==> src/hdl/fscc_pkg.sv <==
`default_nettype none
package fscc_pkg;

	localparam int MEM_BYTES_DEF = 131072;
	localparam int BANK_BYTES    = 65536;
	localparam int SECTOR_BYTES  = 4096;

	localparam int ADDR_W = 16;
	localparam int DATA_W = 8;
	localparam int IDX_W  = 17;
	localparam int SEC_W  = $clog2(SECTOR_BYTES);
	localparam int CFG_W  = 2;

	// unlock addresses and data
	localparam logic [ADDR_W-1:0] ADDR_UNLOCK1 = 16'h5555;
	localparam logic [ADDR_W-1:0] ADDR_UNLOCK2 = 16'h2aaa;
	localparam logic [DATA_W-1:0] DATA_UNLOCK1 = 8'haa;
	localparam logic [DATA_W-1:0] DATA_UNLOCK2 = 8'h55;

	// command bytes
	localparam logic [DATA_W-1:0] CMD_ID_ON     = 8'h90;
	localparam logic [DATA_W-1:0] CMD_ID_OFF    = 8'hf0;
	localparam logic [DATA_W-1:0] CMD_BANK      = 8'hb0;
	localparam logic [DATA_W-1:0] CMD_ERASE     = 8'h80;
	localparam logic [DATA_W-1:0] CMD_CHIP_ERS  = 8'h10;
	localparam logic [DATA_W-1:0] CMD_SEC_ERS   = 8'h30;
	localparam logic [DATA_W-1:0] CMD_PROGRAM   = 8'ha0;

	// unlock stages
	localparam logic [1:0] STG_READY = 2'd0;
	localparam logic [1:0] STG_ONE   = 2'd1;
	localparam logic [1:0] STG_TWO   = 2'd2;

	// pending operations
	localparam logic [1:0] OP_NONE    = 2'd0;
	localparam logic [1:0] OP_BANK    = 2'd1;
	localparam logic [1:0] OP_ERASE   = 2'd2;
	localparam logic [1:0] OP_PROGRAM = 2'd3;

	// register indexes
	localparam logic [CFG_W-1:0] REG_TWO_BANKS = 2'd0;
	localparam logic [CFG_W-1:0] REG_MAN_ID    = 2'd1;
	localparam logic [CFG_W-1:0] REG_DEV_ID    = 2'd2;

	localparam logic [DATA_W-1:0] MAN_ID_RST = 8'h62;
	localparam logic [DATA_W-1:0] DEV_ID_RST = 8'h13;
	localparam logic [DATA_W-1:0] ERASED     = 8'hff;

	typedef struct packed {
		logic                    prog;
		logic                    sec_erase;
		logic                    chip_erase;
		logic [ADDR_W-SEC_W-1:0] sec_base;
		logic                    id_hit;
		logic [DATA_W-1:0]       id_byte;
	} fscc_act_t;

	typedef struct packed {
		logic              en;
		logic              bank;
		logic [ADDR_W-1:0] addr;
		logic [DATA_W-1:0] data;
	} fscc_wr_t;

endpackage
`default_nettype wire

==> src/hdl/fscc_sweep.sv <==
`default_nettype none
module fscc_sweep #(
	parameter int MEM_BYTES = fscc_pkg::MEM_BYTES_DEF
) (
	input  wire logic                                         clk,
	input  wire logic                                         arst_n,
	input  wire logic                                         start_chip,
	input  wire logic                                         start_sec,
	input  wire logic [fscc_pkg::ADDR_W-fscc_pkg::SEC_W-1:0]  sec_base,
	input  wire logic                                         bank,
	output logic                                              busy,
	output fscc_pkg::fscc_wr_t                                wr
);
	import fscc_pkg::*;

	localparam logic [IDX_W-1:0] CHIP_LAST = IDX_W'(MEM_BYTES - 1);
	localparam logic [SEC_W-1:0] SEC_LAST  = SEC_W'(SECTOR_BYTES - 1);

	logic                    busy_q;
	logic                    chip_q;
	logic [IDX_W-1:0]        cnt_q;
	logic [ADDR_W-SEC_W-1:0] base_q;
	logic                    bank_q;
	logic                    last;

	assign last = chip_q ? (cnt_q == CHIP_LAST) : (cnt_q[SEC_W-1:0] == SEC_LAST);

	// reset starts a whole-store clear
	always_ff @(posedge clk or negedge arst_n) begin
		if (!arst_n) begin
			busy_q <= 1'b1;
			chip_q <= 1'b1;
			cnt_q  <= '0;
		end else if (busy_q) begin
			if (last)
				busy_q <= 1'b0;
			else
				cnt_q <= cnt_q + 1'b1;
		end else if (start_chip) begin
			busy_q <= 1'b1;
			chip_q <= 1'b1;
			cnt_q  <= '0;
		end else if (start_sec) begin
			busy_q <= 1'b1;
			chip_q <= 1'b0;
			cnt_q  <= '0;
		end
	end

	always_ff @(posedge clk) begin
		if (!busy_q && start_sec) begin
			base_q <= sec_base;
			bank_q <= bank;
		end
	end

	always_comb begin
		wr.en   = busy_q;
		wr.data = ERASED;
		if (chip_q) begin
			wr.bank = cnt_q[ADDR_W];
			wr.addr = cnt_q[ADDR_W-1:0];
		end else begin
			wr.bank = bank_q;
			wr.addr = {base_q, cnt_q[SEC_W-1:0]};
		end
	end

	assign busy = busy_q;
endmodule
`default_nettype wire

==> config.mk <==
export PLATFORM = sky130hd
export DESIGN_NAME = fscc_sweep
export DESIGN_NICKNAME = d
export VERILOG_FILES = /design/src/hdl/fscc_pkg.sv /design/src/hdl/fscc_sweep.sv
export SDC_FILE = /design/constraint.sdc
export NUM_CORES = 1
export LEC_CHECK = 0
export BUFFER_PORTS_ARGS = -buffer_cell sky130_fd_sc_hd__buf_4
export CAP_MARGIN = 15
export CORE_UTILIZATION = 51
export DETAILED_ROUTE_END_ITERATION = 8
export HOLD_SLACK_MARGIN = 0.02
export PLACE_DENSITY = 0.86
export SETUP_SLACK_MARGIN = 0.3
export SLEW_MARGIN = 25
export SYNTH_ARGS = -nofsm -noshare
export SYNTH_HDL_FRONTEND = slang
export SYNTH_SLANG_ARGS = --single-unit
export TNS_END_PERCENT = 5
==> constraint.sdc <==
create_clock -name clk -period 2.78 [get_ports clk]
set_input_delay 0 -clock clk [delete_from_list [all_inputs] [get_ports clk]]
set_output_delay 0 -clock clk [all_outputs]
set_load 0.02 [all_outputs]
==> impl_metrics.py <==
metrics = {
    "placement": {
        "dp_slack_ps": 380,
        "numPortBuffers": 27,
        "dpl.cell_count": 189,
        "placed_cell_area_um2": 1530,
        "gp_congestion": 0.876,
        "dp_hpwl_um": 2060,
    },
    "drt": {
        "drcViolationCount": 0,
        "drt_wl_total_um": 3030,
        "wl_per_cell_um": 15.0,
        "via_count": 1163,
        "via_per_inst": 5.76,
        "firstDrtPassIters": 4,
        "drt.antenna.violating_nets": 0,
        "first_iter_violations": 37,
    },
    "yosys": {
        "syn_area_per_cell_um2": 9.71,
        "synth-compound-area-share_pct": 17.3,
        "synthXorXnorAreaFrac_pct": 0,
        "synth_top_family_by_area": "simple AND/OR/NAND/NOR gates",
        "ys_seq_area_share_pct": 43.4,
        "synth.area.mux_share_pct": 3.89,
        "synth_seq_cells": 24,
        "yosys.area_share.simple_pct": 18.4,
        "synth_warnings": 0,
        "synthesis.instances": 149,
        "synthAdderAreaFrac_pct": 1.73,
        "ys_types": 40,
        "syn-cell-area_um2": 1450,
    },
    "outcome": {
        "status": "finished clean",
    },
    "hold_path": {
        "min-delay-path-class": "primary input to async pin",
    },
    "floorplanning": {
        "rows": 18,
        "ioPinCount": 36,
        "fp.dieArea_um2": 3050,
        "die_h_um": 55.3,
        "core_area_um2": 2570,
        "initial_core_util_pct": 56.3,
        "die_w_um": 55.3,
    },
    "power_and_ir_drop": {
        "p_leak_nw": 0.749,
        "powerDensity_nw_per_um2": 796,
        "peakVddDrop_mv": 0.648,
    },
    "sta": {
        "setup_violations": 0,
        "tightest_slew_ps": 510,
        "fin_crit_ps": 2440,
        "hold_viol": 0,
        "period_share_pct": 87.6,
        "hold_slack_ps": 66.8,
        "skew_ps": 1.02,
        "rsz0062_at_grt": "true",
        "max_slew_margin_pct": 65.7,
        "fin_setup_tns_ps": 0,
        "worst_slack_ps": 345,
        "report.final.slew_viol_count": 0,
        "fmax_mhz": 411,
    },
    "critical_path": {
        "reg2reg_to": "cnt_q[14]$_DFFE_PN0P_",
        "crit_fanout": 9,
        "arrival_ps": 2700,
        "cp-end-kind": "flop",
        "ff2ff_setup_slack_ps": 340,
        "critical_path_class": "flop to flop",
        "worstPathRequired_ps": 3050,
        "rr_startpoint": "cnt_q[0]$_DFFE_PN0P_",
        "startpoint_type": "flop",
        "rr_worst_depth": 11,
    },
    "finish": {
        "design_area_um2": 1680,
        "final_layout_size_suffix_gt1_share_pct": 31.4,
        "final_cells": 202,
        "syn_to_final_growth_pct": 16.3,
        "diodes": 0,
        "nNetsFinal": 184,
    },
    "grt": {
        "grt-ovfl-total": 0,
        "grt_max_degree": 20,
        "antenna_found_initial": 0,
        "grt_pass1_vias": 1080,
        "grt_use_total_pct": 20.1,
        "grt_pass1_wl_um": 4930,
    },
    "clock_network": {
        "cts-buffers-inserted": 3,
        "clk_pin_slew_ps": 130,
        "cts-root-buf": "clkbuf_4",
        "clockBufferDepth": 2,
        "numClockSinks": 24,
        "clk-insertion-delay-late_ps": 320,
        "htreeDepth": 1,
        "cts_tree": "done",
    },
    "run": {
        "maxCapViolCount": 0,
    },
}
-- synthesized netlist by cell type --
library cell  instances  area (µm²)
nor3_1                3        15.0
dfrtp_1              17         425
a21boi_4              1        18.8
nor4_1                3        18.8
nand3b_1              2        15.0
a21boi_2              1        11.3
o41ai_1               1        8.76
conb_1                1        3.75
nand2_1              13        48.8
nand4_1               2        12.5
or3_1                 2        12.5
a21oi_2               2        17.5
nor2_1                8        30.0
o21ai_2               1        8.76
buf_2                 2        10.0
o21bai_1              2        15.0
dfstp_2               2        52.6
nand3_2               1        10.0
nand3_4               1        17.5
nor2b_1               1        6.26
and2_4                1        8.76
inv_2                 1        3.75
inv_1                 6        22.5
nand2b_1              2        12.5
ha_1                  2        25.0
or4b_1                1        10.0
a21o_1                1        7.51
buf_6                 2        22.5
nand3_1               6        30.0
edfxtp_1              5         150
o21ai_0               5        25.0
a31oi_1               7        43.8
or4_4                 1        11.3
or3_2                 1        7.51
mux2_2                5        56.3
buf_4                21         158
a22o_1                2        17.5
a21oi_1              11        55.1
a21o_2                1        8.76
o22ai_1               2        12.5
-- cells by family after synthesis --
kind of cell / Yosys count
and+or+nand+nor: 48
AOI/OAI and AO/OA: 37
buffers and inverters: 32
DFF: 24
muxes: 5
adders and majority gates: 2
other: 1
-- final cells by class --
class,count,area [µm²]
clock buffer,3,22.5
fill,211,885
inverter,7,26.3
clock inverter,1,30.0
timing repair buffer,37,308
tap,30,37.5
sequential,24,628
multi-input combinational,100,631
-- metal layers --
layer  vias to the layer above  routed length [µm]  track usage, %
li1                        552                   -               -
met1                       540                1210            26.1
met2                        67                1570            33.2
met3                         4                 215            2.81
met4                         0                  38            9.29
met5                         -                   0               0
-- power by group --
group          leakage [nW]  total, W  switching [W]  internal (W)
clock                0.0279  0.000254       0.000108      0.000146
sequential            0.287  0.000578       0.000134      0.000444
combinational         0.434  0.000506       0.000275      0.000231
total                 0.749   0.00134       0.000517      0.000822
-- worst max-delay path by stage --
stage                         startpoint                    end  slack, ps  cells after the start
floorplan           cnt_q[0]$_DFFE_PN0P_  cnt_q[14]$_DFFE_PN0P_        490                     10
global placement    cnt_q[0]$_DFFE_PN0P_  cnt_q[14]$_DFFE_PN0P_        470                     11
detailed placement  cnt_q[0]$_DFFE_PN0P_  cnt_q[14]$_DFFE_PN0P_        380                     11
CTS                 cnt_q[0]$_DFFE_PN0P_  cnt_q[14]$_DFFE_PN0P_        360                     11
global route        cnt_q[0]$_DFFE_PN0P_  cnt_q[14]$_DFFE_PN0P_        160                     11
finish              cnt_q[0]$_DFFE_PN0P_  cnt_q[14]$_DFFE_PN0P_        340                     11
-- flip-flops by register name, indices dropped and copies added (netlist names) --
name / cells
base_q: 4
busy: 1
cnt_q: 17
bank_q: 1
chip_q: 1
-- metrics by stage --
step	util (%)	power (W)
global route	65.5	0.00141
finish	65.5	0.00134
CTS	64.4	0.00134
global placement	59.6	0.00105
floorplan	-	0.000965
detailed placement	59.6	0.00108
-- what timing repair did --
action	4_1_cts	5_1_grt
resized for setup	0	1
buffers inserted	0	2
hold buffers	7	0
setup endpoints to repair	0	10
hold endpoints to repair	25	0
-- worst max-delay path, stage by stage (launching register included) --
cell      delay, ps
dfrtp_1         450
ha_1            260
nand2_1         200
nor2_1          120
nand2_1          90
nor2_1           50
ha_1            190
a21boi_2        110
buf_4           180
nand2_2         120
or4b_1          510
nand3_1         100
-- cell usage in the layout (no fill, tap or decap), types with 6 or more instances in the layout --
master         instances
buf_4                 29
dfrtp_1               17
nand2_1               12
a21oi_1               11
nor2_1                 8
conb_1                 8
a31oi_1                7
dlygate4sd3_1          7
nand3_1                6
inv_1                  6
(Power assumes the default switching activity.)
