===== src/hdl/fscc_pkg.sv =====
`default_nettype none
package fscc_pkg;

	localparam int MEM_BYTES_DEF = 131072;
	localparam int BANK_BYTES    = 65536;
	localparam int SECTOR_BYTES  = 4096;

	localparam int ADDR_W = 16;
	localparam int DATA_W = 8;
	localparam int IDX_W  = 17;
	localparam int SEC_W  = $clog2(SECTOR_BYTES);
	localparam int CFG_W  = 2;

	// unlock addresses and data
	localparam logic [ADDR_W-1:0] ADDR_UNLOCK1 = 16'h5555;
	localparam logic [ADDR_W-1:0] ADDR_UNLOCK2 = 16'h2aaa;
	localparam logic [DATA_W-1:0] DATA_UNLOCK1 = 8'haa;
	localparam logic [DATA_W-1:0] DATA_UNLOCK2 = 8'h55;

	// command bytes
	localparam logic [DATA_W-1:0] CMD_ID_ON     = 8'h90;
	localparam logic [DATA_W-1:0] CMD_ID_OFF    = 8'hf0;
	localparam logic [DATA_W-1:0] CMD_BANK      = 8'hb0;
	localparam logic [DATA_W-1:0] CMD_ERASE     = 8'h80;
	localparam logic [DATA_W-1:0] CMD_CHIP_ERS  = 8'h10;
	localparam logic [DATA_W-1:0] CMD_SEC_ERS   = 8'h30;
	localparam logic [DATA_W-1:0] CMD_PROGRAM   = 8'ha0;

	// unlock stages
	localparam logic [1:0] STG_READY = 2'd0;
	localparam logic [1:0] STG_ONE   = 2'd1;
	localparam logic [1:0] STG_TWO   = 2'd2;

	// pending operations
	localparam logic [1:0] OP_NONE    = 2'd0;
	localparam logic [1:0] OP_BANK    = 2'd1;
	localparam logic [1:0] OP_ERASE   = 2'd2;
	localparam logic [1:0] OP_PROGRAM = 2'd3;

	// register indexes
	localparam logic [CFG_W-1:0] REG_TWO_BANKS = 2'd0;
	localparam logic [CFG_W-1:0] REG_MAN_ID    = 2'd1;
	localparam logic [CFG_W-1:0] REG_DEV_ID    = 2'd2;

	localparam logic [DATA_W-1:0] MAN_ID_RST = 8'h62;
	localparam logic [DATA_W-1:0] DEV_ID_RST = 8'h13;
	localparam logic [DATA_W-1:0] ERASED     = 8'hff;

	typedef struct packed {
		logic                    prog;
		logic                    sec_erase;
		logic                    chip_erase;
		logic [ADDR_W-SEC_W-1:0] sec_base;
		logic                    id_hit;
		logic [DATA_W-1:0]       id_byte;
	} fscc_act_t;

	typedef struct packed {
		logic              en;
		logic              bank;
		logic [ADDR_W-1:0] addr;
		logic [DATA_W-1:0] data;
	} fscc_wr_t;

endpackage
`default_nettype wire


===== src/hdl/fscc_cmd.sv =====
`default_nettype none
module fscc_cmd (
	input  wire logic                        clk,
	input  wire logic                        arst_n,
	input  wire logic                        cfg_we,
	input  wire logic [fscc_pkg::CFG_W-1:0]  cfg_idx,
	input  wire logic [fscc_pkg::DATA_W-1:0] cfg_data,
	input  wire logic                        wr_fire,
	input  wire logic [fscc_pkg::ADDR_W-1:0] address,
	input  wire logic [fscc_pkg::DATA_W-1:0] write_data,
	output fscc_pkg::fscc_act_t              act,
	output logic                             bank
);
	import fscc_pkg::*;

	logic [1:0]        stage_q, stage_n;
	logic [1:0]        pend_q, pend_n;
	logic              id_q, id_n;
	logic              bank_q, bank_n;
	logic              two_banks_q;
	logic [DATA_W-1:0] man_id_q;
	logic [DATA_W-1:0] dev_id_q;
	logic              prog, sec, chip;
	logic              at_u1, at_u2;

	assign at_u1 = (address == ADDR_UNLOCK1);
	assign at_u2 = (address == ADDR_UNLOCK2);

	always_comb begin
		stage_n = stage_q;
		pend_n  = pend_q;
		id_n    = id_q;
		bank_n  = bank_q;
		prog    = 1'b0;
		sec     = 1'b0;
		chip    = 1'b0;
		if (at_u1 && stage_q == STG_READY && write_data == DATA_UNLOCK1) begin
			stage_n = STG_ONE;
		end else if (at_u1 && stage_q == STG_TWO) begin
			stage_n = STG_READY;
			case (write_data)
				CMD_ID_ON:   id_n = 1'b1;
				CMD_ID_OFF:  id_n = 1'b0;
				CMD_BANK:    pend_n = OP_BANK;
				CMD_ERASE:   pend_n = OP_ERASE;
				CMD_PROGRAM: pend_n = OP_PROGRAM;
				CMD_CHIP_ERS: begin
					// without an armed erase the sequence stays in its second stage
					if (pend_q == OP_ERASE) begin
						chip   = 1'b1;
						pend_n = OP_NONE;
					end else begin
						stage_n = STG_TWO;
					end
				end
				CMD_SEC_ERS: begin
					sec    = 1'b1;
					pend_n = OP_NONE;
				end
				default: ;
			endcase
		end else if (at_u2 && stage_q == STG_ONE && write_data == DATA_UNLOCK2) begin
			stage_n = STG_TWO;
		end else begin
			case (pend_q)
				OP_BANK: begin
					if (address == '0) begin
						bank_n = two_banks_q & write_data[0];
						pend_n = OP_NONE;
					end
				end
				OP_PROGRAM: begin
					prog   = 1'b1;
					pend_n = OP_NONE;
				end
				OP_ERASE: begin
					if (write_data == CMD_SEC_ERS && stage_q == STG_TWO) begin
						sec     = 1'b1;
						pend_n  = OP_NONE;
						stage_n = STG_READY;
					end
				end
				default: ;
			endcase
		end
	end

	always_ff @(posedge clk or negedge arst_n) begin
		if (!arst_n) begin
			stage_q     <= STG_READY;
			pend_q      <= OP_NONE;
			id_q        <= 1'b0;
			bank_q      <= 1'b0;
			two_banks_q <= 1'b0;
			man_id_q    <= MAN_ID_RST;
			dev_id_q    <= DEV_ID_RST;
		end else begin
			if (wr_fire) begin
				stage_q <= stage_n;
				pend_q  <= pend_n;
				id_q    <= id_n;
				bank_q  <= bank_n;
			end
			if (cfg_we) begin
				case (cfg_idx)
					REG_TWO_BANKS: two_banks_q <= cfg_data[0];
					REG_MAN_ID:    man_id_q <= cfg_data;
					REG_DEV_ID:    dev_id_q <= cfg_data;
					default: ;
				endcase
			end
		end
	end

	always_comb begin
		act.prog       = wr_fire & prog;
		act.sec_erase  = wr_fire & sec;
		act.chip_erase = wr_fire & chip;
		act.sec_base   = address[ADDR_W-1:SEC_W];
		act.id_hit     = id_q && (address[ADDR_W-1:1] == '0);
		act.id_byte    = address[0] ? dev_id_q : man_id_q;
	end

	assign bank = bank_q;
endmodule
`default_nettype wire


===== config.mk =====
export PLATFORM = sky130hd
export DESIGN_NAME = fscc_cmd
export DESIGN_NICKNAME = d
export VERILOG_FILES = /design/src/hdl/fscc_pkg.sv /design/src/hdl/fscc_cmd.sv
export SDC_FILE = /design/constraint.sdc
export NUM_CORES = 1
export LEC_CHECK = 0
export ABC_AREA = 1
export BUFFER_PORTS_ARGS = -buffer_cell sky130_fd_sc_hd__buf_4
export CAP_MARGIN = 5
export CORE_ASPECT_RATIO = 0.5
export CORE_MARGIN = 5
export CORE_UTILIZATION = 51
export DETAILED_ROUTE_END_ITERATION = 8
export PLACE_DENSITY = 0.79
export SLEW_MARGIN = 25
export SYNTH_ARGS = -nofsm -noshare
export SYNTH_HDL_FRONTEND = slang
export SYNTH_SLANG_ARGS = --single-unit

===== constraint.sdc =====
create_clock -name clk -period 1.8 [get_ports clk]
set_input_delay 0.45 -clock clk [delete_from_list [all_inputs] [get_ports clk]]
set_output_delay 0.45 -clock clk [all_outputs]
set_load 0.005 [all_outputs]

==> flow_summary.ini, run 1 <==
[run_status]
outcome = finished, violations left
violations = negative setup slack

[drt]
post_drt_wl_per_cell_um = 12.51
via_per_inst = 4.982
drc_errors = 0
finalWirelength_um = 5503
drtPass1Iterations = 5
via_count = 2192
first_iter_violations = 149
antenna_left = 0

[final_layout]
post_route_cells_drive_above_1_share_pct = 38.05
utilization_pct = 78.16
fillers = 265
ff_latch_area_um2 = 583.1
multi_input_area_um2 = 1057
syn_to_final_growth_pct = 48.50
diodes = 0
nets = 428

[synthesis]
synthTopCellsByCount = nand2_1, inv_1, nor2_1, nand3_1
synthMuxAreaShare_pct = 0
ys_types = 23
ys_seq_area_share_pct = 32.61
yosys_register_bits = 23
synth_top_family_by_area = simple AND/OR/NAND/NOR gates
avgSynthCellArea_um2 = 6.020
yosysWarnings = 0
synth_top_area_share_pct = 23.79
netlist_area_um2 = 1788
synth_cells = 297
synth_edf_count = 0
synth_xor_xnor_area_share_pct = 0
yosysMostFrequentCell = nand2_1
yosysTopAreaCell = dfrtp_1
synthTopCellsByArea = dfrtp_1, nand2_1, inv_1
synthesis.nets = 335
async_reset_ff_share_pct = 100.0
synthAdderAreaFrac_pct = 0
synth-compound-area-share_pct = 5.878
synth-simple-area-share_pct = 48.92
ys.flop_type = dfrtp_1

[timing]
period_needed_ns = 2.047
timing.fmax_mhz = 488.4
rsz0062_at_grt = yes
finalSetupTns_ns = -0.6297
period_share_pct = 113.7
finalHoldViolCount = 0
setup_viol = 3
drv_slew = 0
setup_slack_ns = -0.2474
worstMarginPinSlew_ns = 0.5395
fin_skew_ns = 0.004311
max_slew_margin_pct = 63.93
whs_ns = 0.05059

[floorplan]
num_io_pins = 55
fp.dieW_um = 93.74
coreArea_um2 = 3397
die_h_um = 51.87
initial_core_util_pct = 52.63
die_area_um2 = 4862
rows = 15

[pwr]
vdd.ir_drop.worst_uv = 613.0
p_leak_nw = 1.425
power_density_nw_per_um2 = 503.7
finalPower_mw = 1.337

[clocking]
cts_hold_buf = 0
clock-sinks = 23
cts.clk_slew.worst_paths_ns = 0.08
insertion_delay_ns = 0.27
htreeDepth = 1
root_buffer = clkbuf_8
clockBufferDepth = 2
numCtsBuffers = 3
cts_tree = done

[placed_design]
pre_cts_slack_ns = -0.2464
dpl.hpwl_um = 4227
gp_congestion = 0.9901
portBuffers = 54

[setup_path]
worstPathArrival_ns = 1.60
crit_path_max_incr_delay_ns = 0.44
required_ns = 1.35
cp_max_fo = 4
critPathCaptureType = output pin
cpMaxStageDelayCell = dfrtp_1
startpoint_type = flop
cpMostUsedCell = nor2_2
cp_cell_sequence = nor2_2 > nand3_2 > nor2_2 > nand2_1 > nor2_2 > nor2_2 > nand3_1 > nor2_1 > buf_4
crit_type = reg -> out

[hold_path]
hold_class = in -> async

[grt]
grt_pass1_wl_um = 8997
overflow = 0
grt_max_degree = 24
grt_pass1_vias = 2118
grt_use_total_pct = 23.64
antenna_found_initial = 0

[run]
cap_violations = 0
==> kinds of logic (layout without fill, tap and decap cells) <==
logic type	Yosys count	after routing
compound gates	21	21
buf+inv	54	146
flops	23	23
simple gates	199	199
==> report_power, final <==
group | switching [mW] | total [mW] | internal, mW
registers | 0.0341 | 0.627 | 0.593
clock network | 0.166 | 0.321 | 0.155
logic | 0.192 | 0.389 | 0.197
total | 0.393 | 1.34 | 0.945
==> routing by layer <==
metal	GRT usage (%)	vias up	wire, um
met4	9.113	0	119
met1	27.37	994	2325
li1	-	1108	-
met5	0	-	0
met2	44.07	79	2720
met3	4.191	11	337
==> cell type report <==
type	instances	area share (%)
clock buffers	3	1.555
clock inverters	1	0.1885
inverters	47	6.786
multi-input cells	220	39.82
flip-flops and latches	23	21.96
well taps	51	2.403
repair buffers	95	27.29
==> flip-flops by register name (all words and copies together), names as in the netlist <==
signal,flops
bank,1
pend_q,2
two_banks_q,1
stage_q,2
id_q,1
dev_id_q,8
man_id_q,8
==> cell usage in the layout (no fill, tap or decap), types with 8 or more instances in the layout <==
cell type | Yosys | layout
nand2_1 | 95 | 92
nand4_1 | 8 | 8
o21ai_0 | 17 | 17
nor2_1 | 43 | 36
nand3_1 | 27 | 25
inv_1 | 44 | 38
buf_4 | 4 | 93
dfrtp_1 | 17 | 17
nand2_2 | 6 | 8
nor2_2 | 4 | 10
==> critical path, delay by kind of cell (launching register included) <==
kind	cells	cell delay, ns
buffers and inverters	1	0.13
flip-flops	1	0.44
AND/OR/NAND/NOR	8	0.76
==> final timing paths <==
path | from | end | slack, ns | cells past startpoint
max | stage_q[1] | act[15] | -0.25 | 9
max reg2reg | stage_q[1] | bank | 0.13 | 11
min | arst_n | dev_id_q[2] | 0.05 | 1
max in group asynchronous | arst_n | man_id_q[1] | 1.47 | 1
min in group clk | wr_fire | stage_q[0] | 0.41 | 3
min reg2reg | dev_id_q[2] | dev_id_q[2] | 0.49 | 2
==> per-stage QoR <==
| stage | instance area, um^2 | std cells |
|---|---|---|
| 6_report | 2655 | 440 |
| 5_1_grt | 2655 | 440 |
| 4_1_cts | 2575 | 436 |
| 3_5_place_dp | 2464 | 429 |
| 3_3_place_gp | 2464 | 429 |
| 2_1_floorplan | 1788 | 297 |
==> timing repair <==
action                                 CTS  global route
endpoints found under the hold margin    0             0
setup buffers                            3             4
gates resized for setup                 12            20
gates cloned                             0             0
setup endpoints to repair                4             4
pin swaps                                7            10
(Power assumes the default switching activity.)
==> run 2, diff against run 1 <==
--- a/config.mk
+++ b/config.mk
@@ -11,6 +11,7 @@
 export CORE_ASPECT_RATIO = 0.5
 export CORE_MARGIN = 5
 export CORE_UTILIZATION = 51
+export CTS_BUF_LIST = sky130_fd_sc_hd__clkbuf_16
 export DETAILED_ROUTE_END_ITERATION = 8
 export PLACE_DENSITY = 0.79
 export SLEW_MARGIN = 25
==> flow_summary.ini, run 2 (synthesized netlist as in run 1, its figures left out) <==
[grt]
grt_max_degree = 24
grt_pass1_vias = 2154
antenna_found_initial = 0
grt_pass1_wl_um = 9197
grt_use_total_pct = 23.92
overflow = 0

[setup_path]
cp_max_fo = 4
crit_path_max_incr_delay_ns = 0.42
crit_type = reg -> out
cp_cell_sequence = nor2_2 > nand3_2 > nor2_2 > nand2_1 > nor2_2 > nor2_2 > nand3_1 > nor2_1 > buf_4
startpoint_type = flop
r2r_setup_slack_ns = 0.13
cpMostUsedCell = nor2_2
worst-r2r-cell-count = 11
timing.rr.start = stage_q[1]
path_buf_inv = 1
reg2reg_to = bank
critPathCaptureType = output pin
cpMaxStageDelayCell = dfrtp_1
cp-startpoint = stage_q[1]
crit_family = simple AND/OR/NAND/NOR gates
required_ns = 1.35
worstPathArrival_ns = 1.58

[final_layout]
ff_latch_area_um2 = 583.1
final_common_cell = buf_4
syn_to_final_growth_pct = 53.18
nets = 431
multi_input_area_um2 = 1082
mostFrequentLayoutCells = buf_4, nand2_1, inv_1, nor2_1, nand3_1
post_route_cells_drive_above_1_share_pct = 40.82
diodes = 0
fillers = 248
reg_top3 = dev_id_q (8), man_id_q (8)
utilization_pct = 80.63

[hold_path]
hold_class = in -> async

[timing]
period_needed_ns = 2.028
drv_slew = 0
period_share_pct = 112.7
fin_skew_ns = 0.003224
setup_slack_ns = -0.2278
timing.fmax_mhz = 493.1
max_slew_margin_pct = 63.88
finalHoldViolCount = 0
setup_viol = 3
worstMarginPinSlew_ns = 0.5403
rsz0062_at_grt = yes

[placed_design]
portBuffers = 54
dpl.hpwl_um = 4227
gp_congestion = 0.9901

[floorplan]
num_io_pins = 55
die_area_um2 = 4862
die_h_um = 51.87
rows = 15
fp.dieW_um = 93.74
coreArea_um2 = 3397
initial_core_util_pct = 52.63

[drt]
drc_errors = 0
drtPass1Iterations = 4
post_drt_wl_per_cell_um = 12.74
first_iter_violations = 117
via_per_inst = 5.014
via_count = 2221
finalWirelength_um = 5646
antenna_left = 0

[pwr]
p_leak_nw = 1.467
pwr-share-seq_pct = 41.9
p_sw_share_pct = 27.25
power_density_nw_per_um2 = 547.4
vdd.ir_drop.worst_uv = 482.1
netSwitchingPower_uw = 408.6
finalPower_mw = 1.499
intPower_mw = 1.091
combPwrFrac_pct = 26.6
clkPwrFrac_pct = 31.5

[clocking]
cts.clk_slew.worst_paths_ns = 0.06
clock-sinks = 23
cts_hold_buf = 0
insertion_delay_ns = 0.25
numCtsBuffers = 3
clockBufferDepth = 2
root_buffer = clkbuf_16
htreeDepth = 1
cts_tree = done

[run]
cap_violations = 0

[run_status]
outcome = finished, violations left
violations = negative setup slack
==> run 2: cell types whose count changed in the layout (fill, tap and decap cells not counted), sizes merged <==
cell / delta
buf: +3
==> run 2: repair_timing <==
action                                  CTS  global route
pin swaps                                 9            17
setup buffers                             4             6
gates cloned                              0             0
endpoints found under the setup margin    4             4
gates resized for setup                  13            31
hold endpoints to repair                  0             0
==> run 2: final cells by class <==
| class | count | area share (%) |
|---|---|---|
| tap | 51 | 2.330 |
| clock buffer | 3 | 2.741 |
| timing repair buffer | 98 | 27.27 |
| sequential | 23 | 21.29 |
| inverter | 47 | 6.670 |
| multi-input combinational | 220 | 39.52 |
| clock inverter | 1 | 0.1827 |
==> run 2: worst max path at each step <==
stage | to | cells after the start
after global placement | act[13] | 11
after detailed placement | act[13] | 11
after floorplan | act[13] | 9
after CTS | act[15] | 9
final | act[15] | 9
after global routing | act[15] | 9
==> run 2: metrics by stage <==
| stage | hold WS, ns | setup TNS (ns) | instances | setup slack (ns) | area [um^2] |
|---|---|---|---|---|---|
| after floorplan | 0.1544 | 0 | 297 | 0.1237 | 1788 |
| after global placement | 0.3511 | -0.5425 | 429 | -0.2248 | 2464 |
| after detailed placement | 0.3555 | -0.5804 | 429 | -0.2464 | 2464 |
| after CTS | 0.08500 | -0.4095 | 437 | -0.1616 | 2619 |
| after global routing | 0.1024 | -0.8837 | 443 | -0.3182 | 2739 |
| final | 0.07615 | -0.5686 | 443 | -0.2278 | 2739 |
==> run 2: routing by layer <==
layer	wire length, um	GRT usage (%)
met1	2403	28.97
met2	2756	44.65
met3	365	3.179
met4	121	7.434
met5	0	0
==> run 2: power by group through the flow <==
stage | Combinational [mW] | Sequential [mW] | Clock, mW
2_1_floorplan | 0.156 | 0.625 | 0
3_3_place_gp | 0.353 | 0.630 | 0
3_5_place_dp | 0.366 | 0.636 | 0
4_1_cts | 0.380 | 0.628 | 0.478
5_1_grt | 0.444 | 0.635 | 0.505
6_report | 0.399 | 0.628 | 0.472
==> run 2: worst reg2reg max path, cell delays in order (launching register included) <==
cell     delay (ns)
dfrtp_1        0.42
nor2_2         0.15
nand3_2        0.11
nor2_2         0.14
nand2_1        0.08
nor2_2         0.13
nor2_2         0.06
buf_4          0.13
buf_4          0.12
nand3_1        0.09
nand2_1        0.06
o21ai_1        0.09
